**config.mk**
```make
export PLATFORM = sky130hd
export DESIGN_NAME = swa_queue
export DESIGN_NICKNAME = d
export VERILOG_FILES = /design/src/swa_pkg.sv /design/src/swa_queue.sv
export SDC_FILE = /design/constraint.sdc
export NUM_CORES = 1
export LEC_CHECK = 0
export BUFFER_PORTS_ARGS = -buffer_cell sky130_fd_sc_hd__clkbuf_2
export CORE_ASPECT_RATIO = 2
export CORE_MARGIN = 2
export CORE_UTILIZATION = 45
export DETAILED_ROUTE_END_ITERATION = 16
export GPL_TIMING_DRIVEN = 0
export HOLD_SLACK_MARGIN = 0.06
export MAX_ROUTING_LAYER = met4
export PLACE_DENSITY = 0.66
export SYNTH_ARGS = -nofsm -noshare
export SYNTH_HDL_FRONTEND = slang
export SYNTH_SLANG_ARGS = --single-unit
```
**constraint.sdc**
```tcl
create_clock -name clk_i -period 4.45 [get_ports clk_i]
set_clock_uncertainty 0.1 [all_clocks]
set_input_delay 0.445 -clock clk_i [delete_from_list [all_inputs] [get_ports clk_i]]
set_output_delay 0.445 -clock clk_i [all_outputs]
set_load 0.05 [all_outputs]
```
**src/swa_pkg.sv**
```systemverilog
// Shared types and constants for the sliding window moving average unit.
// No dependencies; imported by every module of the block.
`timescale 1ns / 1ps

package swa_pkg;

  localparam int MAX_WINDOW = 256;
  localparam int PTR_W      = $clog2(MAX_WINDOW);
  localparam int CNT_W      = PTR_W + 1;
  localparam int SAMPLE_W   = 32;
  localparam int SUM_W      = SAMPLE_W + PTR_W;
  localparam int FRAC_W     = 16;
  localparam int AVG_W      = 48;
  localparam int DIVD_W     = SUM_W + FRAC_W;
  localparam int STEP_W     = $clog2(DIVD_W);
  localparam int QDEPTH     = 2;
  localparam int QPTR_W     = $clog2(QDEPTH);
  localparam int QCNT_W     = $clog2(QDEPTH + 1);

  // running sum after an item and the number of samples it covers
  typedef struct packed {
    logic signed [SUM_W-1:0] sum;
    logic [CNT_W-1:0]        count;
  } work_t;

  // queue occupancy seen by the front end
  typedef struct packed {
    logic [QCNT_W-1:0] free;
  } q_stat_t;

endpackage

```
**src/swa_queue.sv**
```systemverilog
// Two-entry queue that decouples the accumulator front end from the divider.
// Depends on swa_pkg.
`timescale 1ns / 1ps

module swa_queue (
  input  logic             clk_i,
  input  logic             rst_ni,
  input  logic             push_i,
  input  swa_pkg::work_t   push_data_i,
  input  logic             pop_i,
  output logic             valid_o,
  output swa_pkg::work_t   data_o,
  output swa_pkg::q_stat_t stat_o
);
  import swa_pkg::*;

  work_t               mem_q [QDEPTH];
  logic [QPTR_W-1:0]   rp_q, wp_q;
  logic [QCNT_W-1:0]   cnt_q;
  logic                do_pop;

  assign valid_o     = cnt_q != '0;
  assign data_o      = mem_q[rp_q];
  assign stat_o.free = QCNT_W'(QDEPTH) - cnt_q;
  assign do_pop      = pop_i & valid_o;

  always_ff @(posedge clk_i) begin
    if (push_i) begin
      mem_q[wp_q] <= push_data_i;
    end
  end

  always_ff @(posedge clk_i or negedge rst_ni) begin
    if (!rst_ni) begin
      rp_q  <= '0;
      wp_q  <= '0;
      cnt_q <= '0;
    end else begin
      if (push_i) begin
        wp_q <= wp_q + QPTR_W'(1);
      end
      if (do_pop) begin
        rp_q <= rp_q + QPTR_W'(1);
      end
      if (push_i && !do_pop) begin
        cnt_q <= cnt_q + QCNT_W'(1);
      end else if (!push_i && do_pop) begin
        cnt_q <= cnt_q - QCNT_W'(1);
      end
    end
  end

endmodule

```
After elaboration in Yosys (flattened, before gate mapping)
Memories as Yosys holds them, arrays and structs flattened.
Index checks and enable logic that the tools add are counted.
{ "totals": {"reg_bits": 4, "mem_bits_rw": 98, "inputBits": 53, "out_inout_bits": 52, "elab_cells": 20, "n_memories": 1} }
{ "op_classes": {"add_sub_neg": 5, "mux": 4, "bitwise": 1, "reduce_logical": 6} }
{ "mem_list": {"columns": ["name", "depth", "word_bits", "read_ports", "rd_ports_with_merged_regs", "wr", "line_no", "source"], "rows": [
  ["mem_q", 2, 49, 1, 0, 1, "swa_queue.sv:17", "work_t mem_q [QDEPTH];"]
]} }
{ "ops": {"columns": ["cell", "count"], "rows": [
  ["2-bit 2-to-1 mux", 2],
  ["2-bit nonzero test", 2],
  ["1-bit adder, second input constant", 2],
  ["2-bit by 1-bit adder with 2-bit output, second input constant", 1],
  ["1-bit logical AND", 2],
  ["1-bit logical NOT", 2],
  ["1-bit 2-to-1 mux", 2],
  ["2-bit by 1-bit subtractor with 2-bit output, second input constant", 1],
  ["2-bit subtractor, first input constant", 1],
  ["1-bit AND", 1]
]} }

Logic depth before layout (Yosys ltp)
{ "logic_depth": {"depth_word": 5, "mapped_depth": 8, "depth_no_buf": 8} }

Least setup slack after synthesis
Ideal clock, no wire load.
{ "synth_timing": {"kind": "input to register", "startpoint": "input push_i", "endpoint": "memory mem_q[0][0] (netlist bit) (enable)", "setup_ps": 462, "arrival_time_ps": 2619, "setup_slack_ps": 1270, "stages": 1, "cell_sequence": "nor2b_1"} }
{ "synth_via": {"elab_chain_len": 2} }
{ "synth_rtl": {"columns": ["element", "line_no", "source"], "rows": [
  ["start, declared", "swa_queue.sv:8", "input logic push_i,"],
  ["1-bit 2-to-1 mux", "swa_queue.sv:28", "if (push_i) begin"],
  ["1-bit 2-to-1 mux (not written as such)", "swa_queue.sv:29", "mem_q[wp_q] <= push_data_i;"],
  ["end, declared", "swa_queue.sv:17", null]
]} }
Every way passes these cells.

==> impl_metrics.ini <==
[final_layout]
diodes = 0
fin_area_sq_mm = 0.00502
finish.utilization_pct = 58.1
area_growth_pct = 25.6
final_common_cell = clkbuf_2
final_cell_mix = clkbuf_2, edfxtp_1, mux2_4, clkbuf_16, buf_12
layout-drive-gt1-share_pct = 60.1
nets = 346

[logic_synthesis]
syn_area_sq_mm = 0.00400
netlist_top_cells_area = edfxtp_1, mux2_4, buf_12
ys_seq_area_share_pct = 76.0
synthCells = 173
yosysUniqueCellTypes = 14
synth_area_per_cell_sq_um = 23.1
ys_warn_count = 0
synth_top_cell_by_area = edfxtp_1
synth_top_area_share_pct = 73.5
ys_seq_elements = 102
syn_nets = 228

[routing]
postRouteAntennaNets = 0
route.detailed.drc = 0
vias = 1926
viasPerCell = 4.86
drt_iter0_drc = 168
wl_per_cell_um = 16.7
drt_pass1_iterations = 4
wirelength_um = 6630

[place]
io_buffers = 104
placed_area_sq_mm = 0.00471
finalWeightedCongestion = 0.673
dp_hpwl_um = 4710

[run]
drv_cap = 0

[timing]
finalMaxSlewViolations = 0
period_share_pct = 47.5
setup_tns_ns = 0
rsz0062_at_grt = false
fin_crit_ns = 2.11
max_slew.worst_pin.slew_ns = 0.940
hold_viol = 0
fmax_ghz = 0.473
slew_headroom_pct = 37.2
setup_violations = 0

[die]
start_util_pct = 46.3
core.rowCount = 48
pin_count = 105
core-area_sq_mm = 0.00865
die_area_sq_mm = 0.00971
die-height_um = 137
die_x_um = 70.7

[worst_setup_path]
slowest_delay_ns = 0.38
critPathKind = register to output port
slowest_stage = dfrtp_1
r2r_cells = 2
path_max_fanout = 10
cp.required_ns = 3.90
worstReg2RegEnd = mem_q[0][0]$_DFFE_PP_
cp-start-kind = register
path_cells = buf_6 > buf_12 > mux2_4 > clkbuf_2
reg2reg_slack_ns = 2.61
worstSetupStartpoint = rp_q$_DFFE_PN0P_
cp_data_arrival_time_ns = 1.57
cp-end-kind = output port
r2r_start = wp_q$_DFFE_PN0P_

[clocking]
cts_max_level = 3
clk_pin_slew_ns = 0.06
cts-root-buf = clkbuf_16
clock-sinks = 102
cts_buffers = 9
post_cts_buffers = 0
clk_latency_ns = 0.34
cts_tree = built
clk_path_buf_depth = 2

[pwr]
total_leakage_power_nw = 2.10
clkPwrFrac_pct = 20.0
ir_drop_uv = 656
p_int_w = 0.00237
pwr-share-comb_pct = 45.7
p_per_area_mw_per_mm2 = 773
p_seq_share_pct = 34.3
p_sw_w = 0.00152
swShare_pct = 39.1

[run_status]
outcome = finished clean

[min_path]
hp-class = input pin to register
hold_depth = 1
min_from = push_data_i[36]
whs_endpoint = mem_q[0][36]$_DFFE_PP_

[grt]
grt_pass1_wl_um = 10100
grt.total_usage_pct = 14.8
grt_pass1_vias = 2079
grt_max_degree = 30
gr-total-overflow = 0
antenna_found_initial = 0
-- worst max-delay path by stage --
stage	end	slack (ns)	depth (start not counted)
floorplan	mem_q[0][0]$_DFFE_PP_	1.27	1
global placement	mem_q[0][29]$_DFFE_PP_	-0.05	2
detailed placement	mem_q[0][29]$_DFFE_PP_	2.38	3
CTS	data_o[20]	2.31	4
global route	data_o[41]	2.27	4
finish	data_o[43]	2.34	4
-- registers in the layout (all words and copies together), names as in the netlist --
| signal | count |
|---|---|
| wp_q | 1 |
| mem_q | 98 |
| rp_q | 1 |
| cnt_q | 2 |
-- stage by stage --
stage               hold WS [ns]  std cells  power, W  setup slack, ns
floorplan                 0.0494        173   0.00281             1.27
global placement           0.160        377   0.00311          -0.0489
detailed placement         0.162        379   0.00315             2.38
CTS                        0.183        396   0.00393             2.31
global route               0.183        396   0.00404             2.27
finish                     0.195        396   0.00389             2.34
-- synthesized netlist by cell type (all sizes together) --
master	instances
xnor2	3
nand2	1
nor2b	1
inv	4
xor2	2
buf	7
ha	2
dfrtp	4
edfxtp	98
mux2	49
and2	1
nor2	1
-- per-layer routing --
layer | wire, um | global-route usage (%) | vias to the layer above
li1 | - | - | 905
met1 | 2190 | 14.0 | 946
met2 | 4040 | 26.9 | 65
met3 | 258 | 3.73 | 10
met4 | 138 | 8.07 | 0
met5 | 0 | - | -
-- cell type report --
type                            count  area [sq um]
Multi-Input combinational cell     60           833
Inverter                            4          15.0
Tap cell                          100           125
Sequential cell                   102          3040
Buffer                              7           119
Clock buffer                       13           260
Fill cell                         681          3620
Timing Repair Buffer              107           586
Clock inverter                      3          43.8
-- repair_timing --
item,4_1_cts,5_1_grt
gates resized for setup,0,0
hold buffers,1,0
endpoints found under the hold margin,4,0
-- critical path: cells and delay by family (launching register included) --
family	cells	cell delay, ns
mux	1	0.30
flops	1	0.38
buf+inv	3	0.54
-- cells by family (layout without fill, tap and decap cells) --
kind of cell | count (synthesis) | after routing | share of synthesized area, %
flops | 102 | 102 | 76.0
mux | 49 | 49 | 18.4
buf+inv | 11 | 134 | 3.35
xor+xnor | 5 | 5 | 1.09
simple gates | 4 | 4 | 0.500
fa+ha+maj | 2 | 2 | 0.625
-- power by group through the flow --
stage / combinational (W) / clock (W) / sequential, W
after detailed placement: 0.00180 / 0 / 0.00136
after CTS: 0.00180 / 0.000795 / 0.00134
after floorplan: 0.00147 / 0 / 0.00135
final: 0.00178 / 0.000776 / 0.00133
after global placement: 0.00175 / 0 / 0.00136
after global routing: 0.00186 / 0.000828 / 0.00135
No activity file was read; power rests on OpenSTA's default activity.
