===== src/swa_pkg.sv =====
// Shared types and constants for the sliding window moving average unit.
// No dependencies; imported by every module of the block.
`timescale 1ns / 1ps

package swa_pkg;

  localparam int MAX_WINDOW = 256;
  localparam int PTR_W      = $clog2(MAX_WINDOW);
  localparam int CNT_W      = PTR_W + 1;
  localparam int SAMPLE_W   = 32;
  localparam int SUM_W      = SAMPLE_W + PTR_W;
  localparam int FRAC_W     = 16;
  localparam int AVG_W      = 48;
  localparam int DIVD_W     = SUM_W + FRAC_W;
  localparam int STEP_W     = $clog2(DIVD_W);
  localparam int QDEPTH     = 2;
  localparam int QPTR_W     = $clog2(QDEPTH);
  localparam int QCNT_W     = $clog2(QDEPTH + 1);

  // running sum after an item and the number of samples it covers
  typedef struct packed {
    logic signed [SUM_W-1:0] sum;
    logic [CNT_W-1:0]        count;
  } work_t;

  // queue occupancy seen by the front end
  typedef struct packed {
    logic [QCNT_W-1:0] free;
  } q_stat_t;

endpackage


===== src/swa_back.sv =====
// Back end: bit-serial restoring divider of |sum| << FRAC_W by the count,
// sign restore and the output register. Depends on swa_pkg.
`timescale 1ns / 1ps

module swa_back (
  input  logic                            clk_i,
  input  logic                            rst_ni,
  input  logic                            q_valid_i,
  input  swa_pkg::work_t                  q_data_i,
  output logic                            pop_o,
  output logic                            out_valid_o,
  input  logic                            out_ready_i,
  output logic signed [swa_pkg::AVG_W-1:0] average_o,
  output logic [swa_pkg::CNT_W-1:0]       samples_in_window_o
);
  import swa_pkg::*;

  localparam logic [1:0] ST_IDLE = 2'd0;
  localparam logic [1:0] ST_DIV  = 2'd1;
  localparam logic [1:0] ST_DONE = 2'd2;

  localparam logic [DIVD_W-1:0] POS_LIM = DIVD_W'((64'd1 << (AVG_W - 1)) - 64'd1);
  localparam logic [DIVD_W-1:0] NEG_LIM = DIVD_W'(64'd1 << (AVG_W - 1));

  logic [1:0]          state_q;
  logic [STEP_W-1:0]   step_q;
  logic                neg_q;
  logic [CNT_W-1:0]    div_q;
  logic [CNT_W:0]      rem_q;
  logic [DIVD_W-1:0]   dq_q;

  logic [CNT_W:0]      rem_sh;
  logic                qbit;
  logic [SUM_W-1:0]    mag;
  logic [DIVD_W-1:0]   lim;
  logic [AVG_W-1:0]    mag_res;
  logic [AVG_W-1:0]    res;
  logic                out_free;

  logic                out_valid_q;
  logic [AVG_W-1:0]    avg_q;
  logic [CNT_W-1:0]    siw_q;

  assign mag    = q_data_i.sum[SUM_W-1] ? SUM_W'(-q_data_i.sum) : SUM_W'(q_data_i.sum);
  assign rem_sh = {rem_q[CNT_W-1:0], dq_q[DIVD_W-1]};
  assign qbit   = rem_sh >= {1'b0, div_q};

  // quotient can not exceed 2^(AVG_W-1); clamp kept as a guard
  assign lim     = neg_q ? NEG_LIM : POS_LIM;
  assign mag_res = (dq_q > lim) ? lim[AVG_W-1:0] : dq_q[AVG_W-1:0];
  assign res     = neg_q ? AVG_W'(-mag_res) : mag_res;

  assign out_free = !out_valid_q || out_ready_i;
  assign pop_o    = (state_q == ST_IDLE) && q_valid_i;

  always_ff @(posedge clk_i) begin
    case (state_q)
      ST_IDLE: begin
        if (q_valid_i) begin
          neg_q <= q_data_i.sum[SUM_W-1];
          div_q <= q_data_i.count;
          rem_q <= '0;
          dq_q  <= {mag, {FRAC_W{1'b0}}};
        end
      end
      ST_DIV: begin
        rem_q <= qbit ? rem_sh - {1'b0, div_q} : rem_sh;
        dq_q  <= {dq_q[DIVD_W-2:0], qbit};
      end
      default: begin
      end
    endcase
    if (state_q == ST_DONE && out_free) begin
      avg_q <= res;
      siw_q <= div_q;
    end
  end

  always_ff @(posedge clk_i or negedge rst_ni) begin
    if (!rst_ni) begin
      state_q     <= ST_IDLE;
      step_q      <= '0;
      out_valid_q <= 1'b0;
    end else begin
      if (state_q == ST_DONE && out_free) begin
        out_valid_q <= 1'b1;
      end else if (out_ready_i) begin
        out_valid_q <= 1'b0;
      end
      case (state_q)
        ST_IDLE: begin
          step_q <= '0;
          if (q_valid_i) begin
            state_q <= ST_DIV;
          end
        end
        ST_DIV: begin
          step_q <= step_q + STEP_W'(1);
          if (step_q == STEP_W'(DIVD_W - 1)) begin
            state_q <= ST_DONE;
          end
        end
        ST_DONE: begin
          if (out_free) begin
            state_q <= ST_IDLE;
          end
        end
        default: begin
          state_q <= ST_IDLE;
        end
      endcase
    end
  end

  assign out_valid_o         = out_valid_q;
  assign average_o           = avg_q;
  assign samples_in_window_o = siw_q;

endmodule


===== config.mk =====
export PLATFORM = sky130hd
export DESIGN_NAME = swa_back
export DESIGN_NICKNAME = d
export VERILOG_FILES = /design/src/swa_pkg.sv /design/src/swa_back.sv
export SDC_FILE = /design/constraint.sdc
export NUM_CORES = 1
export LEC_CHECK = 0
export BUFFER_PORTS_ARGS = -buffer_cell sky130_fd_sc_hd__buf_2
export CAP_MARGIN = 20
export CORE_UTILIZATION = 35
export DETAILED_ROUTE_END_ITERATION = 6
export HOLD_SLACK_MARGIN = 0.08
export SYNTH_ARGS = -nofsm -noshare
export SYNTH_HDL_FRONTEND = slang
export SYNTH_SLANG_ARGS = --single-unit
export TNS_END_PERCENT = 20

===== constraint.sdc =====
create_clock -name clk_i -period 12.6 [get_ports clk_i]
set_input_delay 0.63 -clock clk_i [delete_from_list [all_inputs] [get_ports clk_i]]
set_output_delay 0.63 -clock clk_i [all_outputs]
set_load 0.03 [all_outputs]

* Yosys cells after proc, flatten, opt, wreduce, memory -nomap -nowiden
Index checks and enable logic that the tools add are counted.
** Operators by class
- Add/subtract/negate cells :: 4
- $lt $le $gt $ge :: 2
- Eq/ne operators :: 6
- Muxes and demuxes :: 16
- Reduce and logical (&&, ||, !) cells :: 10
** Operators with widths (number)
- two-way mux 48 bit :: 3
- case mux 56 bit (2 select lines) :: 1
- > comparator 56 x 48 -> 1 bit :: 1
- two-way mux 56 bit :: 1
- negator 48 bit :: 1
- two-way mux 40 bit :: 1
- negator 40 bit :: 1
- two-way mux 9 bit :: 2
- case mux 9 bit (2 select lines) :: 1
- case mux 6 bit (2 select lines) :: 1
- greater-or-equal comparator 10 x 9 -> 1 bit :: 1
- subtractor 9 bit :: 1
- adder 6 x 1 -> 6 bit (second input constant) :: 1
- equality test 6 bit (second input constant) :: 1
- two-way mux 2 bit :: 3
- != test 2 bit (second input constant) :: 3
- case mux 2 bit (3 select lines) :: 1
- AND reduction 2 bit :: 2
- nonzero test 2 bit :: 2
- AND reduction 3 bit :: 1
- equality test 2 x 1 -> 1 bit (second input constant) :: 1
- equality test 2 bit (second input constant) :: 1
- logical AND 1 bit :: 2
- logical NOT 2 bit :: 1
- 3 further kinds :: 4
** Word-level totals
- Register bits :: 141
- Input port bits :: 53
- Output and inout bits :: 59
- Word-level logic and storage cells :: 47

* Logic depth before layout (Yosys ltp)
Gate-level depths: netlist of the first run.
- Word-level depth :: 5
- Gate-level depth with buffers :: 20
- Depth with buffers taken out :: 17

* Least setup slack after synthesis of the first run
No wires, ideal clock.
- Path kind :: register to register
- From :: register neg_q
- To :: register avg_q[24] (netlist: average_o[24]) (data pin)
- Library setup time :: 0.267 ns
- Data arrival time :: 5.111 ns
- Required time :: 12.333 ns
- Setup slack :: 7.221 ns
- Cell stages (with the launch flop) :: 18
- Buffers on the path :: 4
- Period minus slack after synthesis :: 5.379 ns
- Path through :: edfxtp_1 > inv_2 > buf_1 > ha_1 > and4_1 > a211oi_1 > nand2_1 > or3_1 > o21ai_0 > clkbuf_1 > clkbuf_1 > mux2i_1 > ha_1 > clkbuf_1 > nand3_1 > a32o_1 > a21oi_1 > o211ai_1
** Between the ends
- Word-level cells in the longest chain between the ends :: 5
** Ends and longest elaborated chain
- start, declared :: RTL line swa_back.sv:27 : logic neg_q;
- start signal, assigned :: RTL line swa_back.sv:60 : neg_q <= q_data_i.sum[SUM_W-1];
- two-way mux 48 bit :: RTL line swa_back.sv:49 : assign lim = neg_q ? NEG_LIM : POS_LIM;
- > comparator 56 x 48 -> 1 bit :: RTL line swa_back.sv:50 : assign mag_res = (dq_q > lim) ? lim[AVG_W-1:0] : dq_q[AVG_W-1:0];
- two-way mux 48 bit :: RTL line swa_back.sv:50
- negator 48 bit :: RTL line swa_back.sv:51 : assign res = neg_q ? AVG_W'(-mag_res) : mag_res;
- two-way mux 48 bit * :: RTL line swa_back.sv:51
- named net res[24] :: RTL line swa_back.sv:37 : logic [AVG_W-1:0] res;
- end signal, assigned :: RTL line swa_back.sv:74 : avg_q <= res;
- end, declared :: RTL line swa_back.sv:41 : logic [AVG_W-1:0] avg_q;
Mark *: on every way through the listed nets, which the timed path passes. The rest lies on a longest branch.
A chain may end at the register's enable or synchronous reset.

* Worst setup path in the final report of the first run
- From :: register neg_q
- To :: register avg_q[30] (netlist: average_o[30]) (data pin)
Same word-level chain as after synthesis.

==> results by stage, run 1 <==
Status:
- The flow ran to the end, and the final reports show no timing, DRC or antenna violations.

STA:
- The hold violation count in the final report is 0.
- The post-route clock period utilization is 47.69%.
- The headroom to the max-slew limit is approximately a third.
- The worst path in the final design needs a cycle of 6.009 ns, including I/O delays and setup.
- At the pin with the least slew margin, the transition time is 0.9712 ns.
- The fmax is ~170 MHz.
- Setup violations remaining at the end of the flow were counted as 0.
- Setup repair after global routing left no endpoint under its margin.
- The setup TNS is 0 ns.
- Hold timing on the final database bottoms out at a slack of 0.3742 ns.
- The max-slew violation count was 0.
- The final worst clock skew is 0.01630 ns.

Synthesis:
- The synthesized design contains 132 enable-type register cells.
- The mean cell area of the mapped netlist is approximately 9.7 um2.
- Ranked by instance count, the synthesized netlist is headed by 132 x sky130_fd_sc_hd__edfxtp_1, 102 x sky130_fd_sc_hd__nand2_1, 87 x sky130_fd_sc_hd__nor2_1.
- The cell type with the highest aggregate area in the netlist is sky130_fd_sc_hd__edfxtp_1.
- The total number of yosys warnings is 0.
- The most common cell in the netlist is sky130_fd_sc_hd__edfxtp_1.
- Counting flops with an async set or reset pin after synthesis yields a share of under 10%.
- For this run, the leading register cell type out of synthesis is sky130_fd_sc_hd__edfxtp_1.
- The share of the synthesized area in the top cell type is 43.27%.
- The cell area that synthesis handed to floorplanning was 9161 um2.
- The post-synthesis register bit count is 141.
- The number of instances in the synthesized netlist is 940.
- Sequential cells were found to cover 45.73% of the synthesized design area.
- The count of different cell masters after synthesis is 68.
- By area the synthesized netlist is led by sky130_fd_sc_hd__edfxtp_1 43%, sky130_fd_sc_hd__ha_1 8.2%, sky130_fd_sc_hd__o21ai_0 4.3%, sky130_fd_sc_hd__nand2_1 4.2%, sky130_fd_sc_hd__xor2_1 3.6%.
- The number of nets produced by synthesis is about 1100.

Critical path:
- Along the worst path, the maximum fanout reaches 82.
- At the worst endpoint, the required time is around 13 ns.
- The kind of end point of the critical path is a flip-flop.
- The signal arrival time at the worst endpoint is roughly 6 ns.
- The kind of launch point of the worst setup path is a flip-flop.
- The critical path is of the flip-flop to flip-flop type.

Global route:
- The pin count of the biggest net entering global routing is 95.
- The remaining global-route overflow is 0.
- The aggregate global-route resource usage is around 18%.
- The first global-routing pass estimated between 30000 and 40000 um of wire.
- The via count of the first global-routing pass is 6779.
- The number of antenna violations at the first check in global routing is 0.

Place:
- The global placement routability congestion is 0.8474.
- Including well taps, the total number of placed cells is 1343.
- The number of input and output port buffers inserted is 111.
- The placement-stage cell area is 10010 um2.
- The HPWL after detailed placement is 16350 um.

Floorplan:
- The number of primary I/O pins is 112.
- The placeable core region is 25400 um2.
- For this configuration, the core starts out at a cell density of 36.07%.
- The floorplan has 58 rows.
- The floorplan die height is approximately 160 um.
- The floorplan die width is roughly 160 um.
- The die outline area is approximately 27000 um2.

Cells and area:
- The count of placed standard cells in the final layout, fillers left out is 1376.
- The area growth from synthesis to layout is 16.39%.
- The number of antenna diodes in the final layout is 0.
- The finished cells cover approximately 11000 um2.
- For this run, the post-layout net count is between 1000 and 1500.
- The post-route netlist has 17.11% of its cells at a drive strength greater than 1.
- Cells fill 41.98% of the core in the end.

Drt:
- The first detailed-routing pass took 5 iterations.
- In the routed layout, each cell is associated on average with a via count of 5.429.
- The number of vias after detailed routing is 7470.
- The antenna violation net count after detailed routing is 0.
- In this run, the number of DRC markers left after iteration 0 of detailed routing was about 600.
- In the routed design, unresolved DRC markers number 0.
- After detailed routing, the average wire length per cell comes to 16.53 um.
- The total wire length is approximately 23000 um.

Clock network:
- CTS built an H-tree with a depth of 4.
- The number of clock sinks is 141.
- In this run, CTS created clock tree buffers numbering 17.
- The clock passes through at most 2 buffers.
- TritonCTS built the clock tree.
- Clock-pin slew was measured on the worst setup and hold paths at 0.06 ns.
- Buffers added to address setup during post-CTS repair amount to 0.
- Clock latency on the worst-skew pair, taken at its later pin, is 0.43 ns.
- The tree is rooted in a sky130_fd_sc_hd__clkbuf_16.

Min path:
- The class of the tightest hold or removal check is input pin to flip-flop.

Pwr:
- In this run the power density over the cells is 173.2 nW/um2.
- In this run the static leakage power is 4.195 nW.
- The maximum ir drop on the vdd rail is 0.00007296 V.

Flow run:
- Across the run, the number of max-cap violations was 0.
-- layout by cell type, fill, tap and decap left out, types with 4 or more instances in the layout --
| cell type | count |
|---|---|
| sky130_fd_sc_hd__a21oi_1 | 46 |
| sky130_fd_sc_hd__xnor2_1 | 7 |
| sky130_fd_sc_hd__bufinv_16 | 4 |
| sky130_fd_sc_hd__o21ai_1 | 4 |
| sky130_fd_sc_hd__or3_4 | 4 |
| sky130_fd_sc_hd__nor4_1 | 24 |
| sky130_fd_sc_hd__nor2b_1 | 6 |
| sky130_fd_sc_hd__or4_1 | 8 |
| sky130_fd_sc_hd__nand2_1 | 101 |
| sky130_fd_sc_hd__clkbuf_16 | 17 |
| sky130_fd_sc_hd__edfxtp_1 | 132 |
| sky130_fd_sc_hd__buf_4 | 8 |
| sky130_fd_sc_hd__nand4_1 | 16 |
| sky130_fd_sc_hd__a31oi_1 | 5 |
| sky130_fd_sc_hd__buf_2 | 111 |
| sky130_fd_sc_hd__or2_2 | 7 |
| sky130_fd_sc_hd__o22ai_1 | 22 |
| sky130_fd_sc_hd__a21o_1 | 6 |
| sky130_fd_sc_hd__nand2b_1 | 5 |
| sky130_fd_sc_hd__nor2_1 | 87 |
| sky130_fd_sc_hd__inv_1 | 23 |
| sky130_fd_sc_hd__or3_1 | 20 |
| sky130_fd_sc_hd__o31ai_1 | 13 |
| sky130_fd_sc_hd__a211oi_1 | 9 |
| sky130_fd_sc_hd__o211ai_1 | 4 |
| sky130_fd_sc_hd__and2_1 | 14 |
| sky130_fd_sc_hd__nand3_1 | 26 |
| sky130_fd_sc_hd__clkbuf_8 | 4 |
| sky130_fd_sc_hd__o21ai_0 | 77 |
| sky130_fd_sc_hd__dfrtp_1 | 9 |
| sky130_fd_sc_hd__o2111a_1 | 5 |
| sky130_fd_sc_hd__xor2_1 | 38 |
| sky130_fd_sc_hd__ha_1 | 60 |
| sky130_fd_sc_hd__nor3_1 | 33 |
| sky130_fd_sc_hd__o311ai_0 | 7 |
| sky130_fd_sc_hd__mux2i_1 | 25 |
-- logic make-up after synthesis --
group,Yosys count,share of synthesized area [%]
AND/OR/NAND/NOR,377,20.76
AO/OA/AOI/OAI,220,14.76
adder cells (fa/ha/maj),61,8.413
buffers and inverters,70,3.182
multiplexers,26,2.854
flip-flops,141,45.73
XOR/XNOR,45,4.302
-- state kept, by name (all words and copies together) (netlist names) --
register,count
samples_in_window_o,9
div_q,9
step_q,6
dq_q,56
state_q,2
rem_q,9
out_valid_o,1
neg_q,1
average_o,48
-- report_power, final --
| part | internal [mW] | total, mW | switching, mW | leakage, nW |
|---|---|---|---|---|
| combinational | 0.209 | 0.471 | 0.262 | 2.47 |
| clock | 0.353 | 0.554 | 0.200 | 0.310 |
| sequential | 0.651 | 0.822 | 0.171 | 1.41 |
| total | 1.21 | 1.85 | 0.634 | 4.19 |
-- timing repair --
item / 4_1_cts / 5_1_grt
setup endpoints to repair: 0 / 0
endpoints found under the hold margin: 9 / 0
hold buffers: 1 / 0
gates resized for setup: 0 / 0
-- through the flow --
stage | power (mW) | setup WS, ns
2_1_floorplan | 1.131 | 7.221
3_3_place_gp | 1.281 | 6.806
3_5_place_dp | 1.296 | 6.691
4_1_cts | 1.856 | 6.667
5_1_grt | 1.973 | 6.059
6_report | 1.847 | 6.592
-- cell type report --
cell class / count / area (um2)
clock buffers: 23 / 488.0
flip-flops and latches: 141 / 4189
clock inverters: 9 / 157.7
fillers: 2520 / 14740
well taps: 330 / 412.9
repair buffers: 120 / 625.6
inverters: 24 / 90.09
multi-input cells: 729 / 4700
-- worst paths after layout --
check	from	to	slack, ns	cells past startpoint
setup / recovery	neg_q	average_o[30]	6.59	17
hold / removal	q_data_i[3]	div_q[3]	0.37	1
setup reg to reg	neg_q	average_o[30]	6.59	17
hold reg to reg	div_q[2]	samples_in_window_o[2]	0.45	0
max in group asynchronous	rst_ni	state_q[0]	11.82	2
min in group asynchronous	rst_ni	out_valid_o	0.59	2
-- metal layers --
| layer | up-vias | global-route usage, % | part of all wire, % | routed length, um |
|---|---|---|---|---|
| met5 | - | 0 | 0 | 0 |
| met4 | 0 | 5.135 | 0.91 | 206 |
| met3 | 12 | 3.207 | 6.8 | 1547 |
| met2 | 246 | 25.10 | 42 | 9444 |
| met1 | 3474 | 26.54 | 51 | 11540 |
| li1 | 3738 | - | - | - |
-- worst max-delay path, stage by stage (launching register included) --
cell                       delay, ns
sky130_fd_sc_hd__edfxtp_1       0.32
sky130_fd_sc_hd__buf_4          0.38
sky130_fd_sc_hd__buf_4          0.72
sky130_fd_sc_hd__ha_1           0.30
sky130_fd_sc_hd__nand4_1        0.18
sky130_fd_sc_hd__nor4_1         0.42
sky130_fd_sc_hd__o31ai_1        0.12
sky130_fd_sc_hd__a21boi_0       0.38
sky130_fd_sc_hd__o21a_2         0.18
sky130_fd_sc_hd__buf_4          0.58
sky130_fd_sc_hd__a21o_1         0.22
sky130_fd_sc_hd__ha_1           0.13
sky130_fd_sc_hd__buf_4          0.25
sky130_fd_sc_hd__inv_1          0.26
sky130_fd_sc_hd__nor2_1         0.47
sky130_fd_sc_hd__o211ai_1       0.41
sky130_fd_sc_hd__o311ai_0       0.23
sky130_fd_sc_hd__a31oi_1        0.10
Power figures use the tool's default switching activity.
==> inputs of run 2 (changes only) <==
clock period = 5.2 ns   (was 12.6 ns; I/O delays follow)
==> run 2 against run 1 <==
Via count up 0.66%. Worst setup slack worse by 6.0 ns. Clock skew down 0.0019 ns. Sequential share of layout area shrank 0.27 points. Maximum frequency is 29% higher. Total power is 140% higher. Global-route usage decreased by 0.14 points. Design area increased by 0.69%. Critical path type unchanged. Largest cell class unchanged.
==> results by stage, run 2 (synthesized netlist as in run 1, its figures left out) <==
Cells and area:
- The share of final-layout standard cells stronger than drive strength 1 is 17.30%.
- At the end of the flow the core is filled with cells to 42.27%.
- The most common cell after layout, fill and taps aside is sky130_fd_sc_hd__edfxtp_1.
- After the flow finishes, the layout carries non-filler instances totaling 1388.
- The antenna diode instance count is 0.
- Relative to the synthesized area, the layout overhead comes to 17.19%.
- The register with the most flip-flops in the layout has 56 of them.
- The final net count is 1160.
- Leaving out fill and tap cells, the most frequent cells in the layout are 132 x sky130_fd_sc_hd__edfxtp_1, 111 x sky130_fd_sc_hd__buf_2, 101 x sky130_fd_sc_hd__nand2_1.
- The register with the most flip-flops is dq_q.

Floorplan:
- Measured along the x axis, the die boundary spans 163.8 um.
- The initial cell density of the core is 36.07%.
- The die covers 26830 um2.
- 112 I/O pins were placed.
- From bottom edge to top edge, the die measures roughly 160 um.
- The placeable core region is 25400 um2.
- After floorplanning, the core was divided into slightly below 60 placement rows.

Clock network:
- After clock tree synthesis, the setup repair step added 0 buffers.
- Buffers inserted to repair hold after CTS numbered 11.
- The count of H-tree levels built during CTS is 4.
- Clock tree synthesis selected as its root buffer the cell sky130_fd_sc_hd__clkbuf_16.
- The TritonCTS clock tree is done.
- Buffers inserted during clock tree synthesis total 17.
- The number of clock sinks is 141.
- The maximum number of buffers from clock root to sink is 2.
- For the worst-skew pair, the clock arrives at the later sink with an insertion delay of 0.44 ns.
- Clock-pin slew was measured on the worst setup and hold paths at 0.06 ns.
- Post-CTS repair changed the size of 0 cells.

Min path:
- The worst hold path was traced through 3 stages.
- For hold timing, the worst endpoint is out_valid_o.
- The worst hold path belongs to the class input pin to flip-flop.
- The startpoint identified for the worst hold timing path is out_ready_i.

Place:
- The global placement routability congestion is 0.8565.
- The number of cells after detailed placement is about 1300.
- In this run the tool buffered the top-level ports with 111 buffer cells.
- Detailed placement ended at an HPWL of 16450 um.

Critical path:
- Data arrives at the worst endpoint at 4.81 ns.
- The worst reg-to-reg path cell count is 13.
- The kind of end point of the critical path is a flip-flop.
- The worst reg2reg path endpoint is average_o[32].
- The register-to-register setup slack is 0.55 ns.
- The worst setup path is launched from a flip-flop.
- The launching point of the worst reg2reg path is neg_q.
- In this run the worst path has a maximum fanout of 121.
- By startpoint and endpoint, the worst setup path is classified as flip-flop to flip-flop.
- The required time reported for the critical path endpoint is 5.35 ns.

Global route:
- The number of antenna violations at the first check in global routing was 2.
- The aggregate global-route resource usage is 17.40%.
- The pin count of the biggest net entering global routing is roughly 120.
- The wire length of the first global-routing pass is approximately 36000 um.
- The via count of the first global-routing pass is 6726.
- The remaining global-route overflow is 0.

STA:
- The post-route clock period utilization is 89.51%.
- The headroom to the max-slew limit is 38.88%.
- Based on the critical path, the design can be clocked at up to 214.8 MHz.
- The clock period minus final worst setup slack is 4.654 ns.
- The hold violation count in the final report was 0.
- Setup repair after global routing left no endpoint under its margin.
- The max-slew violation count is 0.
- The total setup violations reported at the end of the flow is 0.
- The setup TNS is 0 ns.
- At the pin with the least slew margin, the transition time is 0.9136 ns.
- The final worst clock skew is 0.01442 ns.

Pwr:
- The leakage power figure is between 4 and 5 nW.
- The total power after layout is 4.387 mW.
- Power spread over the standard cell area amounts to 408.6 nW/um2.
- Across the VDD grid, the largest voltage drop is 0.0001878 V.

Drt:
- For this run, design rule violations remaining after detail routing come to 0.
- After the first detailed-routing iteration, the DRC count stood at approximately 570.
- The pre-antenna-repair detailed-routing pass consisted of 5 iterations.
- The routed layout has 7519 vias.
- After detailed routing, the average wire length per cell comes to 16.51 um.
- The total wire length is between 20000 and 25000 um.
- The antenna violation net count after detailed routing is 0.
- The via count normalized by instance count is 5.417.

Flow run:
- Across the run, the number of max-cap violations was 0.

Status:
- The run finished with clean final reports.
-- run 2: metrics by stage --
stage                     cell area [um2]  worst slack, ns  hold slack, ns
after global routing                10740           0.1855          0.1494
final                               10740           0.5455          0.1205
after floorplan                      9163          0.01371        -0.03559
after global placement              10040           0.7349          0.1253
after CTS                           10740           0.6386          0.1028
after detailed placement            10040           0.6745          0.1295
-- run 2: area by class of cell --
type | instances | area (um2)
flip-flops and latches | 141 | 4189
fillers | 2501 | 14660
repair buffers | 133 | 760.7
clock inverters | 14 | 158.9
well taps | 330 | 412.9
inverters | 24 | 90.09
multi-input cells | 729 | 4700
clock buffers | 17 | 425.4
-- run 2: power by group --
| group | total [mW] | internal [mW] | leakage (nW) | switching, mW |
|---|---|---|---|---|
| clock | 1.23 | 0.713 | 0.275 | 0.518 |
| sequential | 2.00 | 1.58 | 1.41 | 0.420 |
| combinational | 1.16 | 0.515 | 2.53 | 0.643 |
-- run 2: critical path: stages (launching register included) --
cell and delay, ns:
sky130_fd_sc_hd__edfxtp_1 0.41, sky130_fd_sc_hd__buf_12 0.25, sky130_fd_sc_hd__ha_1 0.42, sky130_fd_sc_hd__nand4_1 0.14, sky130_fd_sc_hd__or3_1 0.37, sky130_fd_sc_hd__nor3_1 0.28
sky130_fd_sc_hd__a21boi_0 0.45, sky130_fd_sc_hd__o21a_2 0.39, sky130_fd_sc_hd__a21o_1 0.17, sky130_fd_sc_hd__ha_1 0.15, sky130_fd_sc_hd__buf_4 0.25, sky130_fd_sc_hd__nand2_1 0.30
sky130_fd_sc_hd__nor2_1 0.53, sky130_fd_sc_hd__nor4_1 0.15
-- run 2: how the worst max path moves through the flow --
stage / start / end / slack (ns)
floorplan: neg_q / average_o[24] / 0.01
global placement: neg_q / average_o[28] / 0.73
detailed placement: neg_q / average_o[32] / 0.67
CTS: neg_q / average_o[30] / 0.64
global route: neg_q / average_o[32] / 0.19
finish: neg_q / average_o[32] / 0.55
-- run 2: per-layer routing --
layer,routed length (um),vias up,GRT usage (%)
li1,-,3755,-
met1,11720,3507,26.54
met2,9437,230,24.44
met3,1479,23,3.763
met4,244,4,4.630
met5,26,-,0
==> inputs of run 3 (changes only) <==
ABC_CLOCK_PERIOD_IN_PS = 5200   (was default)
CAP_MARGIN = 0   (was 20)
PLACE_DENSITY_LB_ADDON = 0.05   (was default)
==> run 3 against run 2 <==
Core utilization increased by 0.23 points. Maximum frequency increased by 4.2%. Cell count increased by 0.22%.
==> results by stage, run 3 (synthesized netlist as in run 1, its figures left out) <==
Drt:
- In this run the remaining antenna-violating nets after routing total 0.
- The total wire length is 24180 um.
- After the first detailed-routing iteration, the DRC count stood at 382.
- The first-pass iteration count of the detailed router is 4.
- In the routed layout, each cell is associated on average with a via count of ~5.3.
- The routed layout has approximately 7400 vias.
- The remaining routing DRC violations is 0.
- After detailed routing, the average wire length per cell comes to 17.38 um.

Floorplan:
- The die is 163.8 um tall.
- approximately 110 I/O pins were placed.
- The floorplan die width is 163.8 um.
- Once the floorplan was initialized, standard cells occupied 36.07% of the core.
- The floorplan step defined a die boundary enclosing 26830 um2.
- The total area inside the core boundary comes to ~25000 um2.
- The number of placement rows is 58.

STA:
- Headroom to the max-slew limit came out at a little over two fifths.
- The hold violation count in the final report is 0.
- Adding up every negative setup slack in the final design gives 0 ns.
- The clock period could shrink to 4.465 ns.
- The slew at the pin closest to its max-slew limit is 0.8740 ns.
- The setup slack of the critical path after layout is ~0.73 ns.
- Dividing the final minimum period by the clock period gives 85.87%.
- The max-slew violation count came to 0.
- Setup repair after global routing left no endpoint under its margin.
- Between clock sinks in the finished design, the worst skew comes to 0.01341 ns.
- The final-layout worst hold slack is ~0.12 ns.
- The total setup violations reported at the end of the flow is 0.
- The fmax is around 220 MHz.

Clock network:
- TritonCTS built the clock tree.
- The H-tree was split into 4 levels.
- The maximum number of buffers from clock root to sink is 2.
- The number of clock sinks is between 100 and 150.
- The clock-pin slew on the worst setup and hold paths is 0.06 ns.
- TritonCTS created 17 clock buffers.
- The number of resized instances in the post-cts repair step is 0.
- The clock root buffer is sky130_fd_sc_hd__clkbuf_16.
- At the later pin of the worst-skew pair, clock insertion delay measures 0.43 ns.

Global route:
- The first global-routing pass estimated 38760 um of wire.
- The number of antenna violations at the first check in global routing is 1.
- Global routing consumed, over all layers together, a little under a fifth of the routing resources.
- Entering global routing, the biggest net connects 90 pins.
- For this run the aggregate overflow at the end of global routing stands at 0.
- The via count of the first global-routing pass was between 7000 and 8000.

Cells and area:
- The storage element area is 4189 um2.
- The number of flip-flops in the largest register is 56.
- dq_q holds more flip-flops than any other register.
- Counting the fill cells in the layout gives 2545.
- The share of final-layout standard cells stronger than drive strength 1 is 17.44%.
- The area growth from synthesis to layout is 17.84%.
- The final net count is roughly 1200.
- In the final layout, the multi-input gates occupy 4700 um2.
- The top cell types in the final layout, fill and taps aside, are 132 x sky130_fd_sc_hd__edfxtp_1, 111 x sky130_fd_sc_hd__buf_2, 101 x sky130_fd_sc_hd__nand2_1.
- The library cell used most frequently in the layout, excluding fill and tap cells, is sky130_fd_sc_hd__edfxtp_1.
- The count of placed standard cells in the final layout, fillers left out is 1391.
- The antenna diode instance count is 0.

Pwr:
- In this run the static leakage power is about 4.3 nW.
- Across the VDD grid, the largest voltage drop is 0.0002019 V.
- The total power after layout is between 4 and 5 mW.
- The power density relative to cell area is between 400 and 500 nW/um2.

Min path:
- The worst hold path belongs to the class input pin to flip-flop.

Critical path:
- The worst setup path is captured at a flip-flop.
- The longest individual stage delay on the worst path is 0.52 ns.
- The cell family with the largest share of critical-path delay is simple AND/OR/NAND/NOR gates.
- The number of buffers and inverters on the critical path is 2.
- The maximum net fanout on the critical path is between 80 and 90.
- The slowest stage of the critical path belongs to the cell sky130_fd_sc_hd__nor2_1.
- The type of the setup path with the least slack is flip-flop to flip-flop.
- STA puts the critical path data required time at around 5.3 ns.
- The signal arrival time at the worst endpoint is about 4.6 ns.
- The critical path goes through buf_12 -> inv_2 -> ha_1 -> and4_1 -> a211oi_1 -> nand2_1 -> or3_1 -> o21ai_1 -> mux2i_1 -> ha_1 -> nand2_1 -> nor2_1 -> nor4_1.
- The worst setup path is launched from a flip-flop.

Flow run:
- Across the run, the number of max-cap violations was 0.

Place:
- The global placement routability congestion is 0.8352.
- The number of cells after detailed placement is about 1300.
- The number of input and output port buffers inserted is 111.
- Detailed placement finished with a half-perimeter wire length of roughly 17000 um.
- Timing analysis after detailed placement gives a worst setup slack of about 0.72 ns.

Status:
- The flow ran to the end, and the final reports show no timing, DRC or antenna violations.
-- run 3: cell count changes in the layout (fill, tap and decap cells not counted) --
cell | previous run | this run
sky130_fd_sc_hd__buf_4 | 10 | 12
sky130_fd_sc_hd__bufinv_16 | 2 | 1
sky130_fd_sc_hd__clkbuf_1 | 0 | 1
sky130_fd_sc_hd__clkbuf_16 | 17 | 20
sky130_fd_sc_hd__clkbuf_8 | 0 | 1
sky130_fd_sc_hd__clkinv_2 | 1 | 0
sky130_fd_sc_hd__clkinvlp_4 | 4 | 1
sky130_fd_sc_hd__inv_6 | 5 | 6
-- run 3: final cells by class --
| cell class | count | share of cell area [%] |
|---|---|---|
| multi-input combinational | 729 | 43.53 |
| clock buffer | 22 | 4.798 |
| sequential | 141 | 38.80 |
| inverter | 24 | 0.8345 |
| clock inverter | 10 | 1.020 |
| timing repair buffer | 135 | 7.186 |
| tap | 330 | 3.825 |
-- run 3: power breakdown --
group	internal [mW]	leakage, nW	switching, mW
clock network	0.772	0.306	0.525
logic	0.515	2.54	0.650
registers	1.58	1.41	0.431
-- run 3: per-stage QoR --
step | cell area, um2 | utilization [%]
detailed placement | 10060 | 39.60
CTS | 10800 | 42.50
floorplan | 9163 | -
global route | 10800 | 42.50
finish | 10800 | 42.50
global placement | 10060 | 39.60
-- run 3: what timing repair did --
item	4_1_cts	5_1_grt
endpoints found under the hold margin	19	0
hold buffers	11	0
buffers inserted	0	0
-- run 3: final timing paths --
path	startpoint	end	slack [ns]	cells after the start
hold / removal	out_ready_i	out_valid_o	0.12	3
min in group asynchronous	rst_ni	step_q[5]	0.21	2
max in group asynchronous	rst_ni	step_q[4]	4.79	2
setup reg to reg	neg_q	average_o[32]	0.73	13
setup / recovery	neg_q	average_o[32]	0.73	13
hold reg to reg	div_q[6]	samples_in_window_o[6]	0.45	0
-- run 3: worst reg2reg max path, stage by stage (launching register included) --
cell and delay [ns]:
sky130_fd_sc_hd__edfxtp_1 0.39, sky130_fd_sc_hd__buf_12 0.33, sky130_fd_sc_hd__inv_2 0.20, sky130_fd_sc_hd__ha_1 0.32
sky130_fd_sc_hd__and4_1 0.22, sky130_fd_sc_hd__a211oi_1 0.19, sky130_fd_sc_hd__nand2_1 0.08, sky130_fd_sc_hd__or3_1 0.43
sky130_fd_sc_hd__o21ai_1 0.25, sky130_fd_sc_hd__mux2i_1 0.23, sky130_fd_sc_hd__ha_1 0.47, sky130_fd_sc_hd__nand2_1 0.40
sky130_fd_sc_hd__nor2_1 0.52, sky130_fd_sc_hd__nor4_1 0.15
-- run 3: layer usage --
metal	vias to the layer above	GRT usage, %	routed length (um)
li1	3759	-	-
met3	19	3.308	996
met4	0	4.966	227
met5	-	0	0
met2	159	28.41	10820
met1	3459	27.27	12140
